File: config.mk
export PLATFORM = sky130hd
export DESIGN_NAME = gregorian_date_offset
export DESIGN_NICKNAME = d
export VERILOG_FILES = /design/src/gdo_pkg.sv /design/src/gregorian_date_offset.sv /design/src/gdo_addsub.sv /design/src/gdo_seq.sv
export SDC_FILE = /design/constraint.sdc
export NUM_CORES = 1
export LEC_CHECK = 0
export BUFFER_PORTS_ARGS = -buffer_cell sky130_fd_sc_hd__buf_2
export CORE_ASPECT_RATIO = 0.75
export CORE_MARGIN = 8
export CORE_UTILIZATION = 30
export DETAILED_ROUTE_END_ITERATION = 6
export PLACE_DENSITY = 0.5
export SYNTH_ARGS = -nofsm -noshare
export SYNTH_HDL_FRONTEND = slang
export SYNTH_SLANG_ARGS = --single-unit
File: constraint.sdc
create_clock -name clk -period 9.59 [get_ports clk]
set_clock_uncertainty 0.15 [all_clocks]
set_input_delay 1.918 -clock clk [delete_from_list [all_inputs] [get_ports clk]]
set_output_delay 1.918 -clock clk [all_outputs]
set_load 0.01 [all_outputs]
File: src/gdo_pkg.sv
// Shared constants, types and calendar helper functions for the date offset block.
package gdo_pkg;

  localparam int OFFSET_BITS = 21;
  localparam int DAYS_W = ((OFFSET_BITS > 10) ? OFFSET_BITS : 10) + 2;

  localparam logic [13:0] MAX_YEAR = 14'd9999;
  localparam logic [12:0] RECIP_100 = 13'd5243;
  localparam int RECIP_SHIFT = 19;

  localparam logic [1:0] ST_OK = 2'd0;
  localparam logic [1:0] ST_INVALID = 2'd1;
  localparam logic [1:0] ST_RANGE = 2'd2;

  localparam logic CMD_SET = 1'b0;
  localparam logic CMD_ADVANCE = 1'b1;

  typedef struct packed {
    logic                   command;
    logic [13:0]            new_year;
    logic [3:0]             new_month;
    logic [4:0]             new_day;
    logic [OFFSET_BITS-1:0] day_offset;
  } item_t;

  typedef struct packed {
    logic [13:0] year;
    logic [3:0]  month;
    logic [4:0]  day;
    logic [1:0]  status;
  } result_t;

  // The year is held as century and year within century.
  function automatic logic is_leap(logic [6:0] cent, logic [6:0] yic);
    return (yic[1:0] == 2'b00) && ((yic != 7'd0) || (cent[1:0] == 2'b00));
  endfunction

  function automatic logic [8:0] days_in_year(logic leap);
    return leap ? 9'd366 : 9'd365;
  endfunction

  function automatic logic [4:0] days_in_month(logic leap, logic [3:0] m);
    logic [4:0] d;
    case (m)
      4'd1, 4'd3, 4'd5, 4'd7, 4'd8, 4'd10, 4'd12: d = 5'd31;
      4'd4, 4'd6, 4'd9, 4'd11: d = 5'd30;
      4'd2: d = leap ? 5'd29 : 5'd28;
      default: d = 5'd0;
    endcase
    return d;
  endfunction

endpackage

File: src/gregorian_date_offset.sv
// Top level of the Gregorian date offset block: handshakes and output register.
//
// The block holds one Gregorian date, 2000-01-01 after reset. Each input word
// carries a command: set (command 0) checks new_year, new_month and new_day
// and stores the date if it is valid, or advance (command 1) adds the signed
// day_offset to the stored date. Every command returns exactly one result
// word with the stored date after the command and a status: 0 ok, 1 invalid
// date rejected, 2 year out of range, in which case the date is kept.
// Both channels use valid and ready; a word moves when both are high.
// The block takes one command at a time and holds in_ready low while busy.
// A set passes through the split and check states before its result is ready.
// An advance first adds the days before the stored date in its year, then
// rolls years back or forward and splits the rest into months, all on the one
// shared day-count adder that steps one year or one month per cycle.
// The result sits in an output register; when the receiver stalls, a
// following result waits in the sequencer and no new command is taken.
// A synchronous reset on rst restores the date and drops any pending word.
module gregorian_date_offset (
  input  logic                            clk,
  input  logic                            rst,
  input  logic                            in_valid,
  output logic                            in_ready,
  input  logic                            command,
  input  logic [13:0]                     new_year,
  input  logic [3:0]                      new_month,
  input  logic [4:0]                      new_day,
  input  logic [gdo_pkg::OFFSET_BITS-1:0] day_offset,
  output logic                            out_valid,
  input  logic                            out_ready,
  output logic [13:0]                     cur_year,
  output logic [3:0]                      cur_month,
  output logic [4:0]                      cur_day,
  output logic [1:0]                      status
);
  import gdo_pkg::*;

  item_t   item;
  result_t res;
  logic    seq_ready;
  logic    res_valid;
  logic    load;

  assign item = '{command: command, new_year: new_year, new_month: new_month,
                  new_day: new_day, day_offset: day_offset};
  assign in_ready = seq_ready;
  assign load = res_valid && (!out_valid || out_ready);

  gdo_seq u_seq (
    .clk       (clk),
    .rst       (rst),
    .start     (in_valid && seq_ready),
    .item      (item),
    .ready     (seq_ready),
    .res_valid (res_valid),
    .res_take  (load),
    .res       (res)
  );

  always_ff @(posedge clk) begin
    if (rst) begin
      out_valid <= 1'b0;
    end else if (load) begin
      out_valid <= 1'b1;
    end else if (out_ready) begin
      out_valid <= 1'b0;
    end
  end

  always_ff @(posedge clk) begin
    if (load) begin
      cur_year <= res.year;
      cur_month <= res.month;
      cur_day <= res.day;
      status <= res.status;
    end
  end

endmodule

File: src/gdo_addsub.sv
// Shared add and subtract unit for the day count.
module gdo_addsub (
  input  logic [gdo_pkg::DAYS_W-1:0] a,
  input  logic [8:0]                 b,
  input  logic                       sub,
  output logic [gdo_pkg::DAYS_W-1:0] sum
);
  import gdo_pkg::*;

  logic [DAYS_W-1:0] b_ext;

  assign b_ext = {{(DAYS_W-9){1'b0}}, b};
  assign sum = sub ? (a - b_ext) : (a + b_ext);

endmodule

File: src/gdo_seq.sv
// Sequencer and date registers: validates, rolls years and splits months.
module gdo_seq (
  input  logic            clk,
  input  logic            rst,
  input  logic            start,
  input  gdo_pkg::item_t  item,
  output logic            ready,
  output logic            res_valid,
  input  logic            res_take,
  output gdo_pkg::result_t res
);
  import gdo_pkg::*;

  localparam logic [3:0] S_IDLE   = 4'd0;
  localparam logic [3:0] S_SPLIT  = 4'd1;
  localparam logic [3:0] S_SETCHK = 4'd2;
  localparam logic [3:0] S_PRE    = 4'd3;
  localparam logic [3:0] S_MSUM   = 4'd4;
  localparam logic [3:0] S_BACK   = 4'd5;
  localparam logic [3:0] S_FWD    = 4'd6;
  localparam logic [3:0] S_MONTH  = 4'd7;
  localparam logic [3:0] S_FIN    = 4'd8;
  localparam logic [3:0] S_DONE   = 4'd9;

  logic [3:0]        state;
  logic [13:0]       year_reg;
  logic [6:0]        cent_reg;
  logic [6:0]        yic_reg;
  logic [3:0]        month_reg;
  logic [4:0]        day_reg;
  logic [1:0]        status;

  logic [6:0]        wc;
  logic [6:0]        wr;
  logic [3:0]        mo;
  logic [DAYS_W-1:0] days;
  logic [13:0]       ny;
  logic [3:0]        nm;
  logic [4:0]        nd;

  logic              leap_cur;
  logic              leap_prev;
  logic [6:0]        pc;
  logic [6:0]        pr;
  logic [6:0]        nc;
  logic [6:0]        nr;
  logic              year_zero;
  logic              year_max;
  logic [8:0]        op;
  logic              op_sub;
  logic [DAYS_W-1:0] sum;
  logic              sum_neg;
  logic [26:0]       prod;
  logic [13:0]       c100;
  logic [13:0]       r_full;
  logic [6:0]        rr;
  logic [4:0]        set_dim;
  logic              set_bad;
  logic [13:0]       year_adv;

  assign leap_cur = is_leap(wc, wr);
  assign year_zero = (wc == 7'd0) && (wr == 7'd0);
  assign year_max = (wc == 7'd99) && (wr == 7'd99);
  assign pc = (wr == 7'd0) ? (wc - 7'd1) : wc;
  assign pr = (wr == 7'd0) ? 7'd99 : (wr - 7'd1);
  assign nc = (wr == 7'd99) ? (wc + 7'd1) : wc;
  assign nr = (wr == 7'd99) ? 7'd0 : (wr + 7'd1);
  assign leap_prev = is_leap(pc, pr);

  always_comb begin
    op = 9'd0;
    op_sub = 1'b0;
    case (state)
      S_PRE: op = {4'd0, day_reg - 5'd1};
      S_MSUM: op = {4'd0, days_in_month(leap_cur, mo)};
      S_BACK: op = days_in_year(leap_prev);
      S_FWD: begin
        op = days_in_year(leap_cur);
        op_sub = 1'b1;
      end
      S_MONTH: begin
        op = {4'd0, days_in_month(leap_cur, mo)};
        op_sub = 1'b1;
      end
      default: op = 9'd0;
    endcase
  end

  gdo_addsub u_addsub (
    .a   (days),
    .b   (op),
    .sub (op_sub),
    .sum (sum)
  );

  assign sum_neg = sum[DAYS_W-1];

  assign prod = 27'(ny) * 27'(RECIP_100);
  assign c100 = 14'(wc) * 14'd100;
  assign r_full = ny - c100;
  assign rr = r_full[6:0];
  assign set_dim = days_in_month(is_leap(wc, rr), nm);
  assign set_bad = (nm == 4'd0) || (nm > 4'd12) || (nd == 5'd0) || (nd > set_dim);
  assign year_adv = c100 + 14'(wr);

  always_ff @(posedge clk) begin
    if (rst) begin
      state <= S_IDLE;
      year_reg <= 14'd2000;
      cent_reg <= 7'd20;
      yic_reg <= 7'd0;
      month_reg <= 4'd1;
      day_reg <= 5'd1;
      status <= ST_OK;
    end else begin
      unique case (state)
        S_IDLE: begin
          if (start) begin
            ny <= item.new_year;
            nm <= item.new_month;
            nd <= item.new_day;
            wc <= cent_reg;
            wr <= yic_reg;
            mo <= 4'd1;
            days <= {{(DAYS_W-OFFSET_BITS){item.day_offset[OFFSET_BITS-1]}}, item.day_offset};
            status <= ST_OK;
            state <= (item.command == CMD_ADVANCE) ? S_PRE : S_SPLIT;
          end
        end
        S_SPLIT: begin
          wc <= prod[RECIP_SHIFT+6:RECIP_SHIFT];
          state <= S_SETCHK;
        end
        S_SETCHK: begin
          if (ny > MAX_YEAR) begin
            status <= ST_RANGE;
          end else if (set_bad) begin
            status <= ST_INVALID;
          end else begin
            year_reg <= ny;
            cent_reg <= wc;
            yic_reg <= rr;
            month_reg <= nm;
            day_reg <= nd;
          end
          state <= S_DONE;
        end
        S_PRE: begin
          days <= sum;
          state <= S_MSUM;
        end
        S_MSUM: begin
          if (mo < month_reg) begin
            days <= sum;
            mo <= mo + 4'd1;
          end else begin
            state <= S_BACK;
          end
        end
        S_BACK: begin
          if (days[DAYS_W-1]) begin
            if (year_zero) begin
              status <= ST_RANGE;
              state <= S_DONE;
            end else begin
              wc <= pc;
              wr <= pr;
              days <= sum;
            end
          end else begin
            state <= S_FWD;
          end
        end
        S_FWD: begin
          if (!sum_neg) begin
            days <= sum;
            if (year_max) begin
              status <= ST_RANGE;
              state <= S_DONE;
            end else begin
              wc <= nc;
              wr <= nr;
            end
          end else begin
            mo <= 4'd1;
            state <= S_MONTH;
          end
        end
        S_MONTH: begin
          if ((mo < 4'd12) && !sum_neg) begin
            days <= sum;
            mo <= mo + 4'd1;
          end else begin
            state <= S_FIN;
          end
        end
        S_FIN: begin
          year_reg <= year_adv;
          cent_reg <= wc;
          yic_reg <= wr;
          month_reg <= mo;
          day_reg <= days[4:0] + 5'd1;
          state <= S_DONE;
        end
        S_DONE: begin
          if (res_take) begin
            state <= S_IDLE;
          end
        end
        default: state <= S_IDLE;
      endcase
    end
  end

  assign ready = (state == S_IDLE);
  assign res_valid = (state == S_DONE);
  assign res = '{year: year_reg, month: month_reg, day: day_reg, status: status};

  a_start_idle: assert property (@(posedge clk) disable iff (rst)
    start |-> (state == S_IDLE))
    else $error("Item started while the sequencer was busy.");

  a_month_range: assert property (@(posedge clk) disable iff (rst)
    (month_reg >= 4'd1) && (month_reg <= 4'd12))
    else $error("Stored month left 1..12.");

  a_fwd_nonneg: assert property (@(posedge clk) disable iff (rst)
    (state == S_FWD) |-> !days[DAYS_W-1])
    else $error("Forward roll entered with a negative day count.");

  a_month_bound: assert property (@(posedge clk) disable iff (rst)
    (state == S_MONTH) |-> (days < DAYS_W'(366)))
    else $error("Day of year out of range in the month split.");

  a_year_split: assert property (@(posedge clk) disable iff (rst)
    (state == S_IDLE) |-> (year_reg == 14'(cent_reg) * 14'd100 + 14'(yic_reg)))
    else $error("Stored year disagrees with its century split.");

endmodule
Word level (Yosys, flattened, before mapping)
Index checks and enable logic that the tools add are counted.
{"block": "op_classes", "addsub": 11, "multipliers": 2, "n_lt_le_gt_ge": 5, "eq_ne": 55, "muxes": 72, "bitwise": 1, "reduce_logical": 54}
{"operator": "two-way mux 23 bit", "n": 7}
{"operator": "one-hot mux 23 bit (6 select lines)", "n": 1}
{"operator": "two-way mux 7 bit", "n": 18}
{"operator": "two-way mux 4 bit", "n": 14}
{"operator": "equality test 4 x 3 -> 1 bit, second input constant", "n": 12}
{"operator": "equality test 4 bit, second input constant", "n": 12}
{"operator": "one-hot mux 4 bit (9 select lines)", "n": 1}
{"operator": "one-hot mux 9 bit (4 select lines)", "n": 1}
{"operator": "one-hot mux 5 bit (3 select lines)", "n": 2}
{"operator": "two-way mux 14 bit", "n": 2}
{"operator": "one-hot mux 14 bit (2 select lines)", "n": 1}
{"operator": "one-hot mux 7 bit (2 select lines)", "n": 2}
{"operator": "one-hot mux 7 bit (4 select lines)", "n": 1}
{"operator": "multiplier 14 x 13 -> 26 bit, second input constant", "n": 1}
{"operator": "equality test 4 x 2 -> 1 bit, second input constant", "n": 6}
{"operator": "adder 23 x 9 -> 23 bit", "n": 1}
{"operator": "subtractor 23 x 9 -> 23 bit", "n": 1}
{"operator": "one-hot mux 7 bit (3 select lines)", "n": 1}
{"operator": "nonzero test 7 bit", "n": 3}
{"operator": "two-way mux 2 bit", "n": 10}
{"operator": "inequality test 2 x 1 -> 1 bit, second input constant", "n": 10}
{"operator": "AND reduction 6 bit", "n": 3}
{"operator": "one-hot mux 4 bit (4 select lines)", "n": 1}
{"operator": "AND reduction 8 bit", "n": 2}
{"operator": "other kinds (41)", "n": 87}
{"block": "totals", "ff_bits": 133, "in_bits": 49, "output_inout_bits": 27, "elab_cells": 221}

Depth between registers and ports, before layout
Gate-level depths: netlist of run 1.
{"block": "logic_depth", "ltp_word": 13, "mapped_depth": 25, "depth_no_buf": 25}

Modules after synthesis
Synthesis of run 1 repeated with hierarchy kept, for this count alone.
{"block": "unflattened", "cells_unflattened": 1342, "hier_area_um2": 12680.9}
{"module": "gdo_seq", "n_inst": 1, "cells_each": 1093, "area_each_um2": 10362.4, "seq_area_each_um2": 2742.6}
{"module": "gdo_addsub", "n_inst": 1, "cells_each": 218, "area_each_um2": 1506.4, "seq_area_each_um2": 0.0}
{"module": "gregorian_date_offset", "n_inst": 1, "cells_each": 31, "area_each_um2": 812.0, "seq_area_each_um2": 770.7}

Worst setup path after synthesis of run 1
No wires, ideal clock.
{"block": "synth_timing", "path_kind": "reg-to-reg", "startpoint": "register u_seq.wr[0]", "endpoint": "register u_seq.days[0], enable pin", "setup_ps": 521, "t_arrival_ps": 7626, "required_time_ps": 8919, "setup_slack_ps": 1293, "path_stages_with_launch": 25, "path_buffers": 1, "synth_period_minus_slack_ps": 8297, "cell_sequence": "edfxtp_1 > inv_1 > ha_1 > nor2b_1 > and2_1 > clkbuf_1 > nor2_1 > o211ai_1 > o31ai_1 > nor2_1 > nor2_1 > ha_1 > nand2_1 > nor4_1 > ha_1 > a21oi_1 > ha_1 > o21ai_0 > o21bai_1 > a31o_1 > o211ai_1 > a211oi_4 > a21oi_1 > o31ai_1 > a2111oi_0"}
{"block": "synth_via", "elab_chain_cells": 13, "elab_cells_between_ends": 28, "cone_classes": "add/sub: 3; eq/ne: 3; mux: 8; reduce/logical: 14"}
{"item": "from (decl)", "line_no": "gdo_seq.sv:34", "source": "logic [6:0] wr;"}
{"item": "from (signal assigned)", "line_no": "gdo_seq.sv:123", "source": "wr <= yic_reg;"}
{"item": "from (signal assigned)", "line_no": "gdo_seq.sv:167", "source": "wr <= pr;"}
{"item": "from (signal assigned)", "line_no": "gdo_seq.sv:182", "source": "wr <= nr;"}
{"item": "subtractor 7 x 1 -> 7 bit or zero test 7 bit (tied branches)", "line_no": "gdo_seq.sv:65, gdo_seq.sv:62, gdo_seq.sv:64"}
{"item": "two-way mux 7 bit, on equally long branches", "line_no": "gdo_seq.sv:65, gdo_seq.sv:64"}
{"item": "nonzero test 7 bit or zero test 2 bit (tied branches)", "line_no": "gdo_pkg.sv:35", "source": "return (yic[1:0] == 2'b00) && ((yic != 7'd0) || (cent[1:0] == 2'b00));"}
{"item": "logical OR 1 bit", "line_no": "gdo_pkg.sv:35"}
{"item": "logical AND 1 bit", "line_no": "gdo_pkg.sv:35"}
{"item": "two-way mux 2 bit", "line_no": "gdo_pkg.sv:39", "source": "return leap ? 9'd366 : 9'd365;"}
{"item": "one-hot mux 9 bit (4 select lines)", "line_no": "gdo_seq.sv:73", "source": "case (state)"}
{"item": "adder 23 x 9 -> 23 bit or subtractor 23 x 9 -> 23 bit (tied branches)", "line_no": "gdo_addsub.sv:13", "source": "assign sum = sub ? (a - b_ext) : (a + b_ext);"}
{"item": "two-way mux 23 bit", "line_no": "gdo_addsub.sv:13"}
{"item": "zero test 1 bit"}
{"item": "logical AND 1 bit", "line_no": "gdo_seq.sv:190", "source": "if ((mo < 4'd12) && !sum_neg) begin"}
{"item": "inequality test 2 x 1 -> 1 bit (no source line)"}
{"item": "AND reduction 8 bit (no source line) (*)"}
{"item": "to (signal assigned)", "line_no": "gdo_seq.sv:168", "source": "days <= sum;"}
{"item": "to (signal assigned)", "line_no": "gdo_seq.sv:176", "source": "days <= sum;"}
{"item": "to (signal assigned)", "line_no": "gdo_seq.sv:191", "source": "days <= sum;"}
{"item": "to (decl)", "line_no": "gdo_seq.sv:36", "source": "logic [DAYS_W-1:0] days;"}
Every way passes the cells marked *; elsewhere a longest branch is shown, timed or not. The select of a mux whose other input is x is not followed.
A chain may end at the register's enable or synchronous reset.

Worst setup path in the final report of run 1
{"block": "layout_timing", "startpoint": "register u_seq.state[1]", "endpoint": "register u_seq.mo[2], enable pin"}
{"block": "layout_via", "elab_chain_cells": 9, "elab_cells_between_ends": 22, "cone_classes": "add/sub: 2; eq/ne: 9; mux: 3; reduce/logical: 8"}
{"item": "from (decl)", "line_no": "gdo_seq.sv:25", "source": "logic [3:0] state;"}
{"item": "from (signal assigned)", "line_no": "gdo_seq.sv:127", "source": "state <= (item.command == CMD_ADVANCE) ? S_PRE : S_SPLIT;"}
{"item": "equality test 4 x 3 -> 1 bit", "line_no": "gdo_seq.sv:73, gdo_seq.sv:116"}
{"item": "OR reduction 2 bit (no source line)"}
{"item": "one-hot mux 9 bit (4 select lines)", "line_no": "gdo_seq.sv:73"}
{"item": "adder 23 x 9 -> 23 bit or subtractor 23 x 9 -> 23 bit (tied branches)", "line_no": "gdo_addsub.sv:13"}
{"item": "two-way mux 23 bit", "line_no": "gdo_addsub.sv:13"}
{"item": "zero test 1 bit"}
{"item": "logical AND 1 bit", "line_no": "gdo_seq.sv:190"}
{"item": "inequality test 2 x 1 -> 1 bit (no source line)"}
{"item": "AND reduction 6 bit (no source line) (*)"}
{"item": "to (signal assigned)", "line_no": "gdo_seq.sv:155", "source": "mo <= mo + 4'd1;"}
{"item": "to (signal assigned)", "line_no": "gdo_seq.sv:192", "source": "mo <= mo + 4'd1;"}
{"item": "to (decl)", "line_no": "gdo_seq.sv:35", "source": "logic [3:0] mo;"}
Every way passes the cells marked *; elsewhere a longest branch is shown, timed or not.

==> results of run 1 <==
## cells in the mapped netlist, types with 4 or more instances
cell	n	area, sq um
or3_1	4	25.02
a31oi_1	5	31.28
nand3_1	29	145.1
clkbuf_1	28	105.1
and2_1	4	25.02
nand2b_1	8	50.05
o221ai_1	7	61.31
dfxtp_1	42	840.8
a211oi_1	32	240.2
a221oi_1	5	43.79
o31ai_1	10	75.07
nor2b_1	17	106.4
xor2_1	23	201.4
o21a_1	11	82.58
nand2_1	88	330.3
o21bai_1	4	30.03
o211ai_1	10	75.07
nor2_1	88	330.3
nor4_1	9	56.30
o22ai_1	6	37.54
a21oi_1	69	345.3
xnor2_1	37	324.1
ha_1	188	2352
a21o_1	23	172.7
or2_2	10	62.56
a211o_1	9	78.83
mux2i_1	30	300.3
fa_1	67	1341
o21ai_0	67	335.3
nor3_1	27	135.1
inv_1	167	626.9
and3_1	7	43.79
edfxtp_1	89	2673
## stage by stage
stage / hold WS [ps] / worst slack [ps] / cells
6_report: 280.4 / 3251 / 1944
5_1_grt: 285.4 / 2698 / 1944
4_1_cts: 281.8 / 3276 / 1944
3_5_place_dp: 264.0 / 3302 / 1912
3_3_place_gp: 260.6 / 3464 / 1912
2_1_floorplan: 250.5 / 1293 / 1307
## cells by family (layout without fill, tap and decap cells)
kind of cell | after synthesis | in the layout | synth area share [%]
flip-flops | 131 | 131 | 28.14
adder cells (fa/ha/maj) | 255 | 255 | 29.58
AND/OR/NAND/NOR | 319 | 319 | 12.48
buffers and inverters | 207 | 283 | 6.644
multiplexers | 30 | 30 | 2.405
AO/OA/AOI/OAI | 304 | 304 | 16.35
XOR/XNOR | 61 | 61 | 4.399
## cell type report
cell class	instances	area [sq um]
fill	4225	26830
inverter	167	626.9
timing repair buffer	84	442.9
tap	561	701.9
clock inverter	8	80.08
multi-input combinational	969	8167
clock buffer	24	556.8
sequential	131	3513
## final timing paths
check	endpoint	slack, ps	depth (start not counted)
min	cur_year[4]	280	0
max reg2reg	u_seq.mo[2]	3250	16
min reg2reg	cur_year[4]	280	0
max	u_seq.mo[2]	3250	16
## critical path: cells and delay by family (launching register included)
family,cells,cell delay [ps]
DFF,1,720
and+or+nand+nor,5,1580
AOI/OAI and AO/OA,8,2430
buffers and inverters,1,480
adders and majority gates,2,590
## layout by cell type, fill, tap and decap left out, types with 6 or more instances in the layout
cell type,instances
ha_1,188
o21ai_0,67
nor4_1,7
and3_1,7
xor2_1,23
nand3_1,29
dfxtp_1,42
fa_1,67
o22ai_1,6
buf_4,9
o221ai_1,7
or2_2,10
o31ai_1,10
clkbuf_16,21
inv_1,167
nor2b_1,17
xnor2_1,37
nand2b_1,8
nand2_1,88
o21a_1,11
a21oi_1,69
a211oi_1,32
o211ai_1,10
nor2_1,88
buf_2,75
edfxtp_1,89
a211o_1,9
nor3_1,27
mux2i_1,30
a21o_1,23
## layer usage
layer  track usage [%]  up-vias  part of all wire (%)
li1                  -     4768                     -
met1             22.54     4739                    53
met2             20.95      225                    40
met3             3.566       31                   5.2
met4             4.022        0                   1.6
met5                 0        -                     0
==> results.md, run 1 <==
- Post-synth EDFFs: 89
- Biggest register: u_seq.days
- Largest net degree at the start of global routing: 48
- Outcome: finished, final reports clean
- Worst EP required: 9520 ps
- Seq/Total Area, Yosys: 28.14%
- Setup TNS: 0 ps
- Worst path slowest cell: dfxtp_1
- Final min period: about 6300 ps
- IO buf count: 75
- CTS Hold Bufs: 0
- Cells after synthesis: 1,307
- GP Congestion: around 0.86
- Synth warnings: 0
- Max Fclk: 157.7 MHz
- Worst slew margin: between 10% and 20%
- Fin. max-slew vios: 0
- # DRC: 0
- Critical Path AT: around 6300 ps
- Crit-path max cell delay: 720 ps
- DP Area: 13,450 sq um
- Die Y: 192.7 um
- Number of routed nets with antenna violations: 0
- Initial drt markers: 765
- Worst skew pair latency: 450 ps
- Post-Syn Nets: 1,611
- Avg Cell Area, Syn: 9.553 sq um
- Regs by FF count: u_seq.days (23), cur_year (14), u_seq.ny (14)
- Grt ovf: 0
- Final Hold Viols: 0
- ANT cells: 0
- Nets: about 1,700
- Vias in the first global route: just under 10,000
- Ports: 76
- Initial antenna violation count: 0
- First-pass GRT wire length: 56,550 um
- Die extent in x: 251.6 um
- RSZ-0062 raised after global routing: false
- Fin util: 34.43%
- # setup viols final: 0
- DRT Wirelength: 35,640 um
- Initial Util: 30.51%
- H-tree Lvls: 4
- Hold WC Path Type: reg2reg
- Reg clk slew, reported paths: about 70 ps
- Post-synthesis register bit count: 131
- Crit end category: flip-flop
- Worst Setup SP: u_seq.state[1]
- Setup Fix Bufs, Post-CTS: 0
- GRT Resource Usage Total: between 10 and 15%
- CP cell instances: and2b_2, nand2_1, nand2_1, inv_1, o21ai_1, nor4b_4, ha_1, a21oi_1, ha_1, nor3_1, o21bai_1, a31o_1, o2111a_2, a211oi_4, o21ai_0, a211oi_1
- CTS tree: yes
- Crit-path max FO: 21
- Fraction of registers with async set/reset: 0%
- Clock Sinks: 131
- CTS root buf: clkbuf_16
- Layout cell share with drive strength beyond 1: between 10% and 20%
- Worst Tran Pin Value: 1195 ps
- Worst setup SP type: flip-flop
- Design area: roughly 14,000 sq um
- Final HPWL DP: between 20,000 and 30,000 um
- DR vias: 9,763
- Worst r2r src: u_seq.state[1]
- Netlist cell types: 84
- DR pass1 iterations: 5
- Placeable Area: around 40,000 sq um
- FP Rows: 64
- Layout Area Growth over Synthesis: 12.84%
- Max-cap violations: 0
- DIE AREA: approximately 48,000 sq um
- Vias per cell: 5.022
- Bufs on Longest Clock Path: 2
- WL per Instance: 18.33 um
- Type of the worst setup path: reg2reg
- Min-Delay Startpoint: u_seq.year_reg[4]
- Post-cts resize count: 0
- Post-Syn Area: 12,490 sq um
- Max FFs per register: 23
- CTS Buf Count: 17
- Synth Flop Type: edfxtp_1
- Final Cycle Share: 66.11%
Power of run 1 is not shown: default switching activity piles up to over one toggle a cycle in this logic, so the estimate is an artifact.
==> inputs of run 2 (changes only) <==
--- a/config.mk
+++ b/config.mk
@@ -10,7 +10,7 @@
 export CORE_MARGIN = 8
 export CORE_UTILIZATION = 30
 export DETAILED_ROUTE_END_ITERATION = 6
-export PLACE_DENSITY = 0.5
+export PLACE_DENSITY = 0.52
 export SYNTH_ARGS = -nofsm -noshare
 export SYNTH_HDL_FRONTEND = slang
 export SYNTH_SLANG_ARGS = --single-unit
==> constraint.sdc (replaced) <==
create_clock -name clk -period 5.4 [get_ports clk]
set_clock_uncertainty 0.15 [all_clocks]
set_input_delay 1.08 -clock clk [delete_from_list [all_inputs] [get_ports clk]]
set_output_delay 1.08 -clock clk [all_outputs]
set_load 0.01 [all_outputs]
==> run 2 against run 1 <==
The run now ends with setup timing left. Utilization is 4.2 points higher. First-iteration DRC count is 1.8% lower. Cell area is 12% higher. Non-clock buffer count is 144 higher. Highest routed layer unchanged.
==> results.md, run 2 (same netlist as run 1, synthesis figures left out) <==
- RSZ-0062 raised after global routing: true
- Setup TNS: -3490 ps (-3490 ps)
- Worst r2r src: u_seq.wr[2]
- Bufs on Longest Clock Path: 2 (unchanged)
- DRT Wirelength: 37,710 um (+5.8%)
- GR Util met1: 23.48% (+0.95 points)
- R2r setup slk: -160 ps (-3410 ps)
- Worst Tran Pin Value: 1025 ps (-169.4 ps)
- GR Util met3: 3.082% (-0.48 points)
- DIE AREA: 48,470 sq um (unchanged)
- DR vias: 10,464 (+7.2%)
- Failing checks: setup timing
- DR pass1 iterations: 7 (+2)
- Final HPWL DP: 28,990 um (+4.9%)
- Worst reg2reg path depth: 27 (+11)
- CTS Buf Count: 17 (unchanged)
- First-pass GRT wire length: 58,880 um (+4.1%)
- Worst slew margin: 31.33% (+12 points)
- Number of routed nets with antenna violations: 0 (unchanged)
- Grt ovf: 0 (unchanged)
- Crit-path max FO: 11 (-48%)
- # setup viols final: 29 (+29)
- Initial Util: 30.51% (unchanged)
- FP Rows: 64 (unchanged)
- Die extent in x: 251.6 um (unchanged)
- Most frequent cells in the layout: ha_1, inv_1, buf_4
- Fin util: 38.64% (+4.2 points)
- Final Cycle Share: 103.0% (+37 points)
- Largest net degree at the start of global routing: 47 (-2.1%)
- GRT Resource Usage Total: 15.59% (+0.59 points)
- Initial antenna violation count: 0 (unchanged)
- Reg clk slew, reported paths: 60 ps (about the same)
- Vias per cell: 5.011 (-0.21%)
- H-tree Lvls: 4 (unchanged)
- ANT cells: 0 (unchanged)
- GP Congestion: 0.8939 (+4.3%)
- Vias in the first global route: 10,323 (+4.8%)
- WHS: 279.5 ps (-0.9070 ps)
- Clock Sinks: 131 (unchanged)
- Nets: 1,818 (+8.6%)
- Worst EP required: 5400 ps (-4120 ps)
- Max Fclk: 179.7 MHz (+14%)
- Initial drt markers: 751 (-1.8%)
- Ports: 76 (unchanged)
- Layout Area Growth over Synthesis: 26.63%
- Regs by FF count: u_seq.days (23), cur_year (14), u_seq.ny (14)
- Die Y: 192.7 um (unchanged)
- Max FFs per register: 23 (unchanged)
- Crit end category: flip-flop
- CTS root buf: clkbuf_16
- RR Endpoint: u_seq.days[15]
- Final min period: 5564 ps (-775.4 ps)
- Worst setup SP type: flip-flop
- Placeable Area: 40,920 sq um (unchanged)
- Leading cell type in the layout, fill and taps excluded: ha_1
- Max-cap violations: 0 (unchanged)
- # DRC: 0 (unchanged)
- Critical Path AT: 5570 ps (-700 ps)
- Hold Crit Depth: 0 (unchanged)
- Final Hold Viols: 0 (unchanged)
- Fin. max-slew vios: 0 (unchanged)
- Outcome: finished with violations
- CTS tree: yes
- Biggest register: u_seq.days
- Worst skew pair latency: 440 ps (about the same)
- WL per Instance: 18.06 um (-1.5%)
- Worst Hold End: status[1]
- Min-Delay Startpoint: u_seq.status[1]
- GRT busiest layer: met1
- Type of the worst setup path: reg2reg
- Met2 GRT Util: 22.18% (+1.2 points)
- IO buf count: 75 (unchanged)
- Hold WC Path Type: reg2reg
- Layout cell share with drive strength beyond 1: 23.58% (+13 points)
- Final setup margin: -164.0 ps (-3415 ps)
==> run 2: timing repair <==
item | 4_1_cts | 5_1_grt
pin swaps | 15 | 64
setup buffers | 16 | 17
gates resized for setup | 18 | 89
endpoints found under the setup margin | 33 | 59
endpoints found under the hold margin | 0 | 0
hold buffers | 0 | 0
gates cloned | 2 | 0
==> run 2: worst max-delay path by stage <==
stage	slack (ps)	endpoint	cells after the start	start
floorplan	-20	u_seq.days[0]	24	u_seq.wr[0]
global placement	-60	u_seq.wc[5]	17	u_seq.ny[12]
detailed placement	-140	u_seq.mo[2]	23	u_seq.wr[2]
CTS	4	u_seq.days[14]	25	u_seq.wr[4]
global route	-380	u_seq.days[8]	27	u_seq.wr[2]
finish	-160	u_seq.days[15]	27	u_seq.wr[2]
==> run 2: layout make-up <==
| type | count | area, sq um |
|---|---|---|
| fill | 4031 | 25110 |
| multi-input combinational | 969 | 8677 |
| sequential | 131 | 3513 |
| timing repair buffer | 228 | 1639 |
| tap | 561 | 701.9 |
| inverter | 167 | 626.9 |
| clock buffer | 22 | 474.2 |
| clock inverter | 10 | 177.7 |
==> run 2: critical path, stage by stage (launching register included) <==
cell,delay (ps)
edfxtp_1,480
nor4_4,390
nand2_2,130
o21ai_2,190
o211ai_1,140
o31ai_1,270
buf_4,160
nor2_1,40
nor2_1,120
ha_2,230
nand2_4,80
nor4_4,240
ha_1,280
a21oi_2,200
ha_4,240
o21ai_4,130
o21bai_2,90
a31o_1,260
o211ai_1,270
a211oi_4,110
buf_4,150
buf_4,150
nor2_4,100
nor2_2,50
a2111oi_4,210
buf_6,170
buf_12,100
buf_16,130
==> run 2: metrics by stage <==
stage	area [sq um]	setup WS (ps)	instances
finish	15810	-164.0	2088
global route	15810	-384.0	2088
CTS	15270	4.289	2073
detailed placement	14360	-135.5	2023
global placement	14360	-61.57	2023
floorplan	12550	-23.72	1307
==> run 2: routing by layer <==
layer / part of all wire [%] / wire length (um)
met2: 41 / 15490
met5: 0 / 0
met1: 51 / 19360
met3: 6.1 / 2284
met4: 1.5 / 570
Power of run 2 is left out for the same reason.
